File: src/rtl/lpmb_pkg.sv
// Shared types and constants for the length-prefixed message buffer.
package lpmb_pkg;

    localparam int DEF_BUF_DEPTH = 4096;
    localparam int BYTE_W        = 8;
    localparam int LEN_W         = 16;
    localparam int STATUS_W      = 2;

    localparam logic ACT_WRITE = 1'b0;
    localparam logic ACT_READ  = 1'b1;

    localparam logic [STATUS_W-1:0] STAT_OK    = 2'd0;
    localparam logic [STATUS_W-1:0] STAT_EMPTY = 2'd1;
    localparam logic [STATUS_W-1:0] STAT_FULL  = 2'd2;
    localparam logic [STATUS_W-1:0] STAT_SHORT = 2'd3;

    typedef struct packed {
        logic              action;
        logic [BYTE_W-1:0] data_byte;
    } in_item_t;

    typedef struct packed {
        logic [STATUS_W-1:0] status;
        logic [BYTE_W-1:0]   out_byte;
        logic                first_of_message;
        logic                last_of_message;
        logic [LEN_W-1:0]    message_length;
    } out_item_t;

    typedef enum logic [1:0] {
        ST_IDLE,
        ST_RD_LO,
        ST_RD_HI
    } state_t;

endpackage

File: src/rtl/lpmb_ctrl.sv
// Ring pointer, framing state and sequencer around the byte store.
module lpmb_ctrl
    import lpmb_pkg::*;
#(
    parameter int BUF_DEPTH = DEF_BUF_DEPTH,
    parameter int PTR_W     = $clog2(BUF_DEPTH)
) (
    input  logic              clk,
    input  logic              rst_n,
    input  logic              in_valid,
    input  in_item_t          in_item,
    input  logic              out_free,
    output logic              in_ready,
    output logic              res_valid,
    output out_item_t         res,
    output logic              ram_wr_en,
    output logic [PTR_W-1:0]  ram_wr_addr,
    output logic [BYTE_W-1:0] ram_wr_data,
    output logic              ram_rd_en,
    output logic [PTR_W-1:0]  ram_rd_addr,
    input  logic [BYTE_W-1:0] ram_rd_data
);

    localparam int CNT_W = $clog2(BUF_DEPTH + 1);
    localparam int CMP_W = (CNT_W > LEN_W) ? CNT_W : LEN_W;

    state_t             state_reg, state_next;
    logic [PTR_W-1:0]   head_reg, head_next;
    logic [PTR_W-1:0]   tail_reg, tail_next;
    logic [CNT_W-1:0]   fill_reg, fill_next;
    logic [LEN_W-1:0]   offset_reg, offset_next;
    logic [LEN_W-1:0]   cur_len_reg, cur_len_next;
    logic [BYTE_W-1:0]  lo_reg, lo_next;

    logic               accept;
    logic [LEN_W-1:0]   hdr_len;
    logic [LEN_W-1:0]   hdr_len_eff;
    logic               hdr_short;
    logic               hdr_incomplete;
    logic [LEN_W:0]     offset_inc;
    logic               body_last;
    logic               hdr_last;
    logic               ring_full;
    logic               too_few;

    function automatic logic [PTR_W-1:0] next_pos(input logic [PTR_W-1:0] p);
        logic [PTR_W-1:0] r;
        if (p == PTR_W'(BUF_DEPTH - 1))
        begin
            r = '0;
        end
        else
        begin
            r = p + PTR_W'(1);
        end
        return r;
    endfunction

    assign in_ready = (state_reg == ST_IDLE) && out_free;
    assign accept   = in_valid && in_ready;

    assign ring_full  = (fill_reg >= CNT_W'(BUF_DEPTH));
    assign too_few    = (fill_reg < CNT_W'(2));
    assign offset_inc = {1'b0, offset_reg} + (LEN_W+1)'(1);
    assign body_last  = (offset_inc >= {1'b0, cur_len_reg});

    // header: low byte captured in RD_LO, high byte arrives in RD_HI
    assign hdr_len        = {ram_rd_data, lo_reg};
    assign hdr_short      = (hdr_len < LEN_W'(2));
    assign hdr_len_eff    = hdr_short ? LEN_W'(2) : hdr_len;
    assign hdr_incomplete = (CMP_W'(fill_reg) < CMP_W'(hdr_len_eff));
    assign hdr_last       = ((LEN_W+1)'(1) >= {1'b0, hdr_len_eff});

    always_comb
    begin
        state_next = state_reg;
        unique case (state_reg)
            ST_IDLE:
            begin
                if (accept && (in_item.action == ACT_READ)
                    && !((offset_reg == '0) && too_few))
                begin
                    state_next = ST_RD_LO;
                end
            end
            ST_RD_LO:
            begin
                state_next = (offset_reg == '0) ? ST_RD_HI : ST_IDLE;
            end
            ST_RD_HI:
            begin
                state_next = ST_IDLE;
            end
            default:
            begin
                state_next = ST_IDLE;
            end
        endcase
    end

    always_comb
    begin
        head_next    = head_reg;
        tail_next    = tail_reg;
        fill_next    = fill_reg;
        offset_next  = offset_reg;
        cur_len_next = cur_len_reg;
        lo_next      = lo_reg;
        ram_wr_en    = 1'b0;
        ram_wr_addr  = tail_reg;
        ram_wr_data  = in_item.data_byte;
        ram_rd_en    = 1'b0;
        ram_rd_addr  = head_reg;
        res_valid    = 1'b0;
        res          = '0;
        unique case (state_reg)
            ST_IDLE:
            begin
                if (accept)
                begin
                    if (in_item.action == ACT_WRITE)
                    begin
                        res_valid = 1'b1;
                        if (ring_full)
                        begin
                            res.status = STAT_FULL;
                        end
                        else
                        begin
                            ram_wr_en = 1'b1;
                            tail_next = next_pos(tail_reg);
                            fill_next = fill_reg + CNT_W'(1);
                        end
                    end
                    else if ((offset_reg == '0) && too_few)
                    begin
                        res_valid  = 1'b1;
                        res.status = STAT_EMPTY;
                    end
                    else
                    begin
                        ram_rd_en = 1'b1;
                    end
                end
            end
            ST_RD_LO:
            begin
                if (offset_reg == '0)
                begin
                    lo_next     = ram_rd_data;
                    ram_rd_en   = 1'b1;
                    ram_rd_addr = next_pos(head_reg);
                end
                else
                begin
                    res_valid            = 1'b1;
                    res.out_byte         = ram_rd_data;
                    res.last_of_message  = body_last;
                    res.message_length   = cur_len_reg;
                    head_next            = next_pos(head_reg);
                    fill_next            = fill_reg - CNT_W'(1);
                    offset_next          = body_last ? '0 : offset_inc[LEN_W-1:0];
                end
            end
            ST_RD_HI:
            begin
                res_valid = 1'b1;
                if (hdr_incomplete)
                begin
                    res.status = STAT_EMPTY;
                end
                else
                begin
                    res.status           = hdr_short ? STAT_SHORT : STAT_OK;
                    res.out_byte         = lo_reg;
                    res.first_of_message = 1'b1;
                    res.last_of_message  = hdr_last;
                    res.message_length   = hdr_len_eff;
                    cur_len_next         = hdr_len_eff;
                    head_next            = next_pos(head_reg);
                    fill_next            = fill_reg - CNT_W'(1);
                    offset_next          = hdr_last ? '0 : LEN_W'(1);
                end
            end
            default:
            begin
                res_valid = 1'b0;
            end
        endcase
    end

    always_ff @(posedge clk or negedge rst_n)
    begin
        if (!rst_n)
        begin
            state_reg   <= ST_IDLE;
            head_reg    <= '0;
            tail_reg    <= '0;
            fill_reg    <= '0;
            offset_reg  <= '0;
            cur_len_reg <= '0;
        end
        else
        begin
            state_reg   <= state_next;
            head_reg    <= head_next;
            tail_reg    <= tail_next;
            fill_reg    <= fill_next;
            offset_reg  <= offset_next;
            cur_len_reg <= cur_len_next;
        end
    end

    always_ff @(posedge clk)
    begin
        lo_reg <= lo_next;
    end

    a_fill_bound: assert property (@(posedge clk) disable iff (!rst_n)
        fill_reg <= CNT_W'(BUF_DEPTH))
        else $error("fill count above ring depth");

    a_ready_idle: assert property (@(posedge clk) disable iff (!rst_n)
        in_ready |-> (state_reg == ST_IDLE))
        else $error("item taken while a read is in flight");

    a_offset_in_msg: assert property (@(posedge clk) disable iff (!rst_n)
        (offset_reg != '0) |-> (offset_reg < cur_len_reg))
        else $error("read offset past message length");

    a_hdr_phase: assert property (@(posedge clk) disable iff (!rst_n)
        (state_reg == ST_RD_HI) |-> (offset_reg == '0) && ($past(state_reg) == ST_RD_LO))
        else $error("header high byte fetched outside message start");

    a_one_result: assert property (@(posedge clk) disable iff (!rst_n)
        res_valid |=> (state_reg == ST_IDLE))
        else $error("sequencer busy after result");

endmodule

File: config.mk
export PLATFORM = sky130hd
export DESIGN_NAME = lpmb_ctrl
export DESIGN_NICKNAME = d
export VERILOG_FILES = /design/src/rtl/lpmb_pkg.sv /design/src/rtl/lpmb_ctrl.sv
export SDC_FILE = /design/constraint.sdc
export NUM_CORES = 1
export LEC_CHECK = 0
export BUFFER_PORTS_ARGS = -buffer_cell sky130_fd_sc_hd__buf_2
export CELL_PAD_IN_SITES_DETAIL_PLACEMENT = 0
export CELL_PAD_IN_SITES_GLOBAL_PLACEMENT = 1
export CORE_ASPECT_RATIO = 1.5
export CORE_MARGIN = 3
export CORE_UTILIZATION = 25
export DETAILED_ROUTE_END_ITERATION = 6
export GPL_TIMING_DRIVEN = 0
export PLACE_DENSITY_LB_ADDON = 0.1
export SYNTH_ARGS = -nofsm -noshare
export SYNTH_HDL_FRONTEND = slang
export SYNTH_SLANG_ARGS = --single-unit
File: constraint.sdc
create_clock -name clk -period 4.55 [get_ports clk]
set_input_delay 0.91 -clock clk [delete_from_list [all_inputs] [get_ports clk]]
set_output_delay 0.91 -clock clk [all_outputs]
set_load 0.005 [all_outputs]
Word level (Yosys, flattened, before mapping) --
Index checks and enable logic that the tools add are counted.
Word-level totals: flip-flop bits (word level) 79, output and inout port bits 64
Operators by class: reduce and logical (&&, ||, !) cells 15, muxes and demuxes 49, $lt $le $gt $ge 6, equality and inequality tests 10, bitwise gates (word level) 3, $add $sub $neg 5
Operators by type and width (number):
- two-way mux 12 bit | 6
- two-way mux 13 bit | 5
- two-way mux 16 bit | 4
- case mux 13 bit (3 select lines) | 1
- case mux 17 bit (2 select lines) | 1
- case mux 16 bit (2 select lines) | 1
- two-way mux 26 bit | 1
- adder 12 x 1 -> 12 bit, second input constant | 2
- == test 12 bit, second input constant | 2
- case mux 12 bit (2 select lines) | 1
- adder 16 x 1 -> 17 bit, second input constant | 1
- greater-or-equal comparator 17 x 16 -> 1 bit | 1
- two-way mux 17 bit | 1
- greater-or-equal comparator 1 x 16 -> 1 bit, first input constant | 1
- zero test 16 bit | 1
- < comparator 13 x 16 -> 1 bit | 1
- < comparator 16 x 2 -> 1 bit, second input constant | 1
- case mux 8 bit (2 select lines) | 1
- two-way mux 1 bit | 15
- two-way mux 2 bit | 7
- adder 13 x 1 -> 13 bit, second input constant | 1
- greater-or-equal comparator 13 bit, second input constant | 1
- < comparator 13 x 2 -> 1 bit, second input constant | 1
- subtractor 13 x 1 -> 13 bit, second input constant | 1
- 18 further kinds | 30

Depth between registers and ports, before layout --
Gate-level depths: netlist of the first run.
depth after elaboration 7, depth in mapped cells 16

Worst setup path before layout of the first run --
OpenSTA, ideal clock, no wires.
path kind in2out, from input port ram_rd_data[0], to output port res[0] (netlist bit), required time 3.640 ns, arrival 2.903 ns, path slack 0.737 ns, path buffers 1, cell stages on the path 13, cell sequence nor4_1 > and4_1 > nor2_1 > ha_1 > o21ai_0 > a211oi_1 > o211ai_1 > nand2_1 > nand2_1 > inv_2 > buf_4 > nand3_1 > a21boi_0
RTL lines:
- start: declaration | RTL line lpmb_ctrl.sv:21 | input logic [BYTE_W-1:0] ram_rd_data
- end: declaration | RTL line lpmb_ctrl.sv:15 | output out_item_t res,

==> results.py, run 1 <==
metrics = {
    "setup_path": {
        "cp.arrival_ns": 3.44,
        "cp_data_required_time_ns": 3.64,
        "ff2ff_path_depth": 15,
        "startpoint_type": "flip-flop",
        "rr_startpoint": "offset_reg[0]",
        "worstSetupEndpointType": "output port",
        "cp_max_fo": 8,
        "rrSetupSlack_ns": 0.94,
        "crit_type": "flip-flop to output port",
        "r2r_end": "offset_reg[3]",
    },
    "route": {
        "dr.first_iter.drc_count": 258,
        "drt-met1-wl_um": 6999,
        "ant_nets": 0,
        "wl_met3_um": 504,
        "wl_per_cell_um": 16.75,
        "wl_met2_um": 8423,
        "avgViaCountPerCell": 4.805,
        "finalWirelength_um": 16370,
        "vias": 4694,
        "post-route-drc-count": 0,
        "dr.pass1.iters": 4,
        "highest_layer": "met4",
    },
    "cts": {
        "clockBufferDepth": 2,
        "cts_buffers": 9,
        "cts_root_buffer": "clkbuf_16",
        "clk_pin_slew_ns": 0.06,
        "cts_tree": "built",
        "h-tree-depth": 3,
        "clock_sinks": 79,
        "insertion_delay_ns": 0.34,
        "hold_buffers": 0,
    },
    "synthesis": {
        "synthCells": 613,
        "yosysTopAreaCell": "dfrtp_1",
        "yosysSeqAreaShare": 0.3679,
        "netlist_top_cells_area": "dfrtp_1, ha_1, nand2_1",
        "synth.net_count": 683,
        "yosys.area.top_type_share": 0.3241,
        "yosys_warnings": 0,
        "synth_cell_types": 55,
        "syn_avg_cell_area_um2": 8.944,
        "yosys_most_used_dff": "dfrtp_1",
        "synth-edff-count": 8,
        "async_flop_share": 0.8987,
        "ys_ff_latch": 79,
        "synth_area_um2": 5483,
    },
    "status": {
        "status": "completed",
    },
    "pwr": {
        "powerDensity_nw_per_um2": 520.9,
        "switchingPower_mw": 1.386,
        "internal_power_mw": 2.092,
        "p_comb_frac": 0.486,
        "ir_drop_mv": 0.2994,
        "power.leakage_nw": 3.192,
        "p_clk_frac": 0.224,
        "swShare": 0.3986,
        "power_frac_seq": 0.290,
    },
    "cells_and_area": {
        "final_nets": 774,
        "fillers": 2290,
        "syn2layout_area_growth_pct": 21.77,
        "n_antenna_cell": 0,
        "final_cell_mix": "nand2_1, buf_2, dfrtp_1",
        "seq_area_um2": 2017,
        "multi_input_area_um2": 3253,
        "drive_gt1_frac": 0.2031,
        "final_common_cell": "nand2_1",
        "final_core_util": 0.3133,
    },
    "floorplanning": {
        "die_h_um": 187.4,
        "core-area_um2": 21310,
        "die_x_um": 126.9,
        "initial_core_util": 0.2573,
        "top_level_ports": 85,
        "row_count": 65,
        "die-area_um2": 23780,
    },
    "global_routing": {
        "grt_first_pass_wirelength_um": 26140,
        "grt_max_degree": 53,
        "antenna_found_initial": 0,
        "grt_overflow_total": 0,
        "grt_pass1_vias": 4779,
        "grtUsageTotal": 0.1394,
    },
    "place": {
        "post-dp-hpwl_um": 12860,
        "gp_congestion": 0.8439,
        "io_buffers": 76,
    },
    "sta": {
        "slew_headroom": 0.4125,
        "worst_slew_pin_slew_ns": 0.8813,
        "skew_ns": 0.007215,
        "setup_tns_ns": 0,
        "drv_slew": 0,
        "fmax_mhz": 229.7,
        "period_share": 0.9570,
        "setup_violations": 0,
        "rsz0062_at_grt": "yes",
        "period_needed_ns": 4.354,
        "hold_violations": 0,
    },
    "worst_hold_path": {
        "hp-class": "input pin to asynchronous set/reset pin",
    },
    "job": {
        "max-cap-violations": 0,
    },
}
-- synthesized netlist by cell type (4+ instances only) --
library cell	instances
buf_4	11
xor2_1	14
a21oi_1	21
edfxtp_1	8
buf_2	5
o211ai_1	4
and3_1	12
a21o_1	8
dfrtp_1	71
nor4_1	10
nand4_1	11
xnor2_1	30
nor2_1	41
inv_1	35
a21boi_0	13
nor2b_1	5
ha_1	48
a21boi_1	5
a22o_1	13
mux2_2	5
a31oi_1	5
a22oi_1	4
nand3_1	22
o21a_1	5
o21ai_0	43
nand2_1	86
nor3_1	11
o31ai_1	8
and4_1	4
clkbuf_1	9
-- cell families after synthesis --
family	count (synthesis)	synth area share
simple gates	221	0.1974
compound gates	143	0.1714
flops	79	0.3679
buf+inv	66	0.05796
fa+ha+maj	49	0.1132
xor+xnor	44	0.07029
mux	11	0.02191
-- metal layers --
metal	track usage	vias up
li1	-	2349
met1	0.1691	2251
met2	0.2435	76
met3	0.02314	18
met4	0.05491	0
met5	0	-
-- worst max-delay path, stage by stage, from the launching register on --
cell       delay, ns
dfrtp_1         0.42
ha_1            0.26
nand3_2         0.10
or2_1           0.25
buf_6           0.14
nor2_1          0.21
nand3_1         0.15
xnor2_2         0.27
ha_1            0.31
o21a_1          0.12
o21ai_1         0.25
nor2_1          0.09
a2bb2oi_2       0.26
a31oi_1         0.14
buf_2           0.15
-- per-stage QoR --
| stage | cells | area [um^2] | total power, mW | setup slack (ns) | hold WS (ns) |
|---|---|---|---|---|---|
| floorplan | 613 | 5483 | 2.219 | 0.7367 | 0.4712 |
| global placement | 957 | 6198 | 2.697 | -0.1772 | 0.4928 |
| detailed placement | 958 | 6228 | 2.714 | -0.2047 | 0.4976 |
| CTS | 975 | 6578 | 3.527 | 0.02766 | 0.4578 |
| global route | 977 | 6676 | 3.804 | -0.04161 | 0.4664 |
| finish | 977 | 6676 | 3.478 | 0.1957 | 0.4586 |
-- repair_timing --
item	CTS	global route
resized for setup	10	20
endpoints found under the setup margin	15	22
buffers inserted	1	2
hold endpoints to repair	0	0
pin swaps	1	6
-- cell type report --
cell class / count / area share
multi-input cells: 468 / 0.4873
well taps: 268 / 0.05022
inverters: 38 / 0.02136
plain buffers: 28 / 0.02717
repair buffers: 80 / 0.06484
clock buffers: 10 / 0.03430
clock inverters: 6 / 0.01274
flip-flops and latches: 79 / 0.3021
-- power by group through the flow --
stage,combinational (mW),clock [mW],sequential (mW)
finish,1.69,0.779,1.01
global route,1.92,0.843,1.04
CTS,1.71,0.810,1.01
detailed placement,1.69,0,1.02
global placement,1.67,0,1.02
floorplan,1.25,0,0.972
-- worst max-delay path by stage --
stage                        start       to  slack (ns)  depth (start not counted)
CTS                 ram_rd_data[0]   res[3]        0.03                         15
floorplan           ram_rd_data[0]   res[0]        0.74                         13
detailed placement  ram_rd_data[0]   res[3]       -0.20                         15
global placement    ram_rd_data[0]   res[3]       -0.18                         15
global route         offset_reg[0]  res[16]       -0.04                         14
finish               offset_reg[0]  res[16]        0.20                         14
(Power assumes the default switching activity.)
==> run 2, diff against run 1 <==
--- a/config.mk
+++ b/config.mk
@@ -5,11 +5,11 @@
 export SDC_FILE = /design/constraint.sdc
 export NUM_CORES = 1
 export LEC_CHECK = 0
-export BUFFER_PORTS_ARGS = -buffer_cell sky130_fd_sc_hd__buf_2
+export BUFFER_PORTS_ARGS = -buffer_cell sky130_fd_sc_hd__buf_4
 export CELL_PAD_IN_SITES_DETAIL_PLACEMENT = 0
 export CELL_PAD_IN_SITES_GLOBAL_PLACEMENT = 1
 export CORE_ASPECT_RATIO = 1.5
-export CORE_MARGIN = 3
+export CORE_MARGIN = 4
 export CORE_UTILIZATION = 25
 export DETAILED_ROUTE_END_ITERATION = 6
 export GPL_TIMING_DRIVEN = 0
==> results.py, run 2 (synthesized netlist as in run 1, its figures left out) <==
metrics = {
    "cells_and_area": {
        "final_cell_mix": "buf_4, nand2_1, dfrtp_1",
        "drive_gt1_frac": 0.1952,
        "syn2layout_area_growth_pct": 23.23,
        "multi_input_area_um2": 3228,
        "fillers": 2288,
        "final_nets": 772,
        "seq_area_um2": 2017,
        "final-instance-count-excl-fill": 979,
        "n_antenna_cell": 0,
        "final_common_cell": "buf_4",
    },
    "sta": {
        "slew_headroom": 0.3198,
        "rsz0062_at_grt": "no",
        "period_share": 0.9755,
        "whs_ns": 0.4937,
        "fin_ws_ns": 0.1114,
        "hold_violations": 0,
        "drv_slew": 0,
        "fmax_mhz": 225.3,
        "skew_ns": 0.009055,
        "setup_violations": 0,
        "period_needed_ns": 4.439,
        "worst_slew_pin_slew_ns": 1.020,
    },
    "place": {
        "place_ws_ns": -0.09580,
        "io_buffers": 76,
        "gp_congestion": 0.8107,
        "post-dp-hpwl_um": 12840,
        "dp.cells": 961,
    },
    "cts": {
        "insertion_delay_ns": 0.35,
        "clockBufferDepth": 2,
        "cts_buffers": 9,
        "clock_sinks": 79,
        "clk_pin_slew_ns": 0.06,
        "h-tree-depth": 3,
        "cts_tree": "built",
        "cts_root_buffer": "clkbuf_16",
        "hold_buffers": 0,
    },
    "status": {
        "status": "completed",
    },
    "route": {
        "ant_nets": 0,
        "wl_per_cell_um": 16.96,
        "vias": 4724,
        "dr.pass1.iters": 6,
        "post-route-drc-count": 0,
        "avgViaCountPerCell": 4.825,
        "finalWirelength_um": 16610,
        "dr.first_iter.drc_count": 229,
    },
    "setup_path": {
        "rrSetupSlack_ns": 1.05,
        "worstSetupEndpointType": "output port",
        "cp_max_fo": 10,
        "crit_type": "input pin to output port",
        "startpoint_type": "input pin",
        "cp.arrival_ns": 3.53,
        "cp_data_required_time_ns": 3.64,
    },
    "global_routing": {
        "antenna_found_initial": 0,
        "grt_pass1_vias": 4920,
        "grtUsageTotal": 0.1382,
        "grt_max_degree": 72,
        "grt_first_pass_wirelength_um": 26330,
        "grt_overflow_total": 0,
    },
    "floorplanning": {
        "die_h_um": 189.4,
        "die_x_um": 128.9,
        "die-area_um2": 24410,
        "initial_core_util": 0.2534,
        "top_level_ports": 85,
        "core-area_um2": 21640,
        "row_count": 66,
    },
    "worst_hold_path": {
        "hp-class": "flip-flop to flip-flop",
    },
    "pwr": {
        "powerDensity_nw_per_um2": 505.8,
        "power.leakage_nw": 3.164,
        "power.total_mw": 3.417,
        "ir_drop_mv": 0.2585,
    },
    "job": {
        "max-cap-violations": 0,
    },
}
run 2: cell types whose count changed in the layout (fill, tap and decap cells not counted), moves of 2 or more:
cell,delta
a21boi_1,+4
buf_2,-74
bufinv_16,-2
a21boi_2,-3
buf_4,+75
clkinv_1,-2
clkinv_2,+2
run 2: report_power, final:
part	switching, mW	leakage, nW	internal (mW)
Sequential	0.171	0.933	0.840
Combinational	0.915	2.10	0.812
Clock	0.308	0.129	0.370
run 2: metal layers:
layer / vias up / track usage / share of wire
met4: 0 / 0.06225 / 0.026
met2: 80 / 0.2424 / 0.51
met5: - / 0 / 0
li1: 2344 / - / -
met3: 21 / 0.02032 / 0.030
met1: 2279 / 0.1645 / 0.43
run 2: final timing paths:
check | from | to | cells after the start
worst max-delay path | ram_rd_data[0] | res[19] | 15
worst min-delay path | ram_wr_addr[10] | ram_wr_addr[10] | 1
worst max register to register | offset_reg[0] | offset_reg[3] | 15
worst min register to register | ram_wr_addr[10] | ram_wr_addr[10] | 1
max in group asynchronous | rst_n | offset_reg[3] | 1
min in group asynchronous | rst_n | ram_wr_addr[4] | 1
run 2: metrics by stage:
stage / utilization / setup TNS, ns / area, um^2
floorplan: - / 0 / 5483
global placement: 0.2955 / -0.5428 / 6394
detailed placement: 0.2955 / -0.4598 / 6394
CTS: 0.3092 / 0 / 6689
global route: 0.3123 / 0 / 6756
finish: 0.3123 / 0 / 6756
run 2: cell type report:
type                    instances  share of cell area
flip-flops and latches         79              0.2985
clock buffers                  11             0.03444
plain buffers                  28             0.02593
repair buffers                 78             0.08667
clock inverters                 5            0.005185
inverters                      38             0.02111
well taps                     272             0.05037
multi-input cells             468              0.4778
run 2: critical path, stage by stage:
cell	delay [ns]
buf_4	0.15
nor4_4	0.29
and4_1	0.25
nor2_1	0.08
ha_1	0.21
nor4b_1	0.29
nand2_1	0.09
o211ai_1	0.27
nand2_1	0.12
nand2_2	0.16
inv_2	0.05
buf_4	0.16
a22oi_1	0.27
nor2b_1	0.08
buf_4	0.14
run 2: what timing repair did:
item	in CTS	in global routing
endpoints found under the hold margin	0	0
pin swaps	1	2
resized for setup	6	18
buffers inserted	1	1
cloned	0	0
endpoints found under the setup margin	10	21
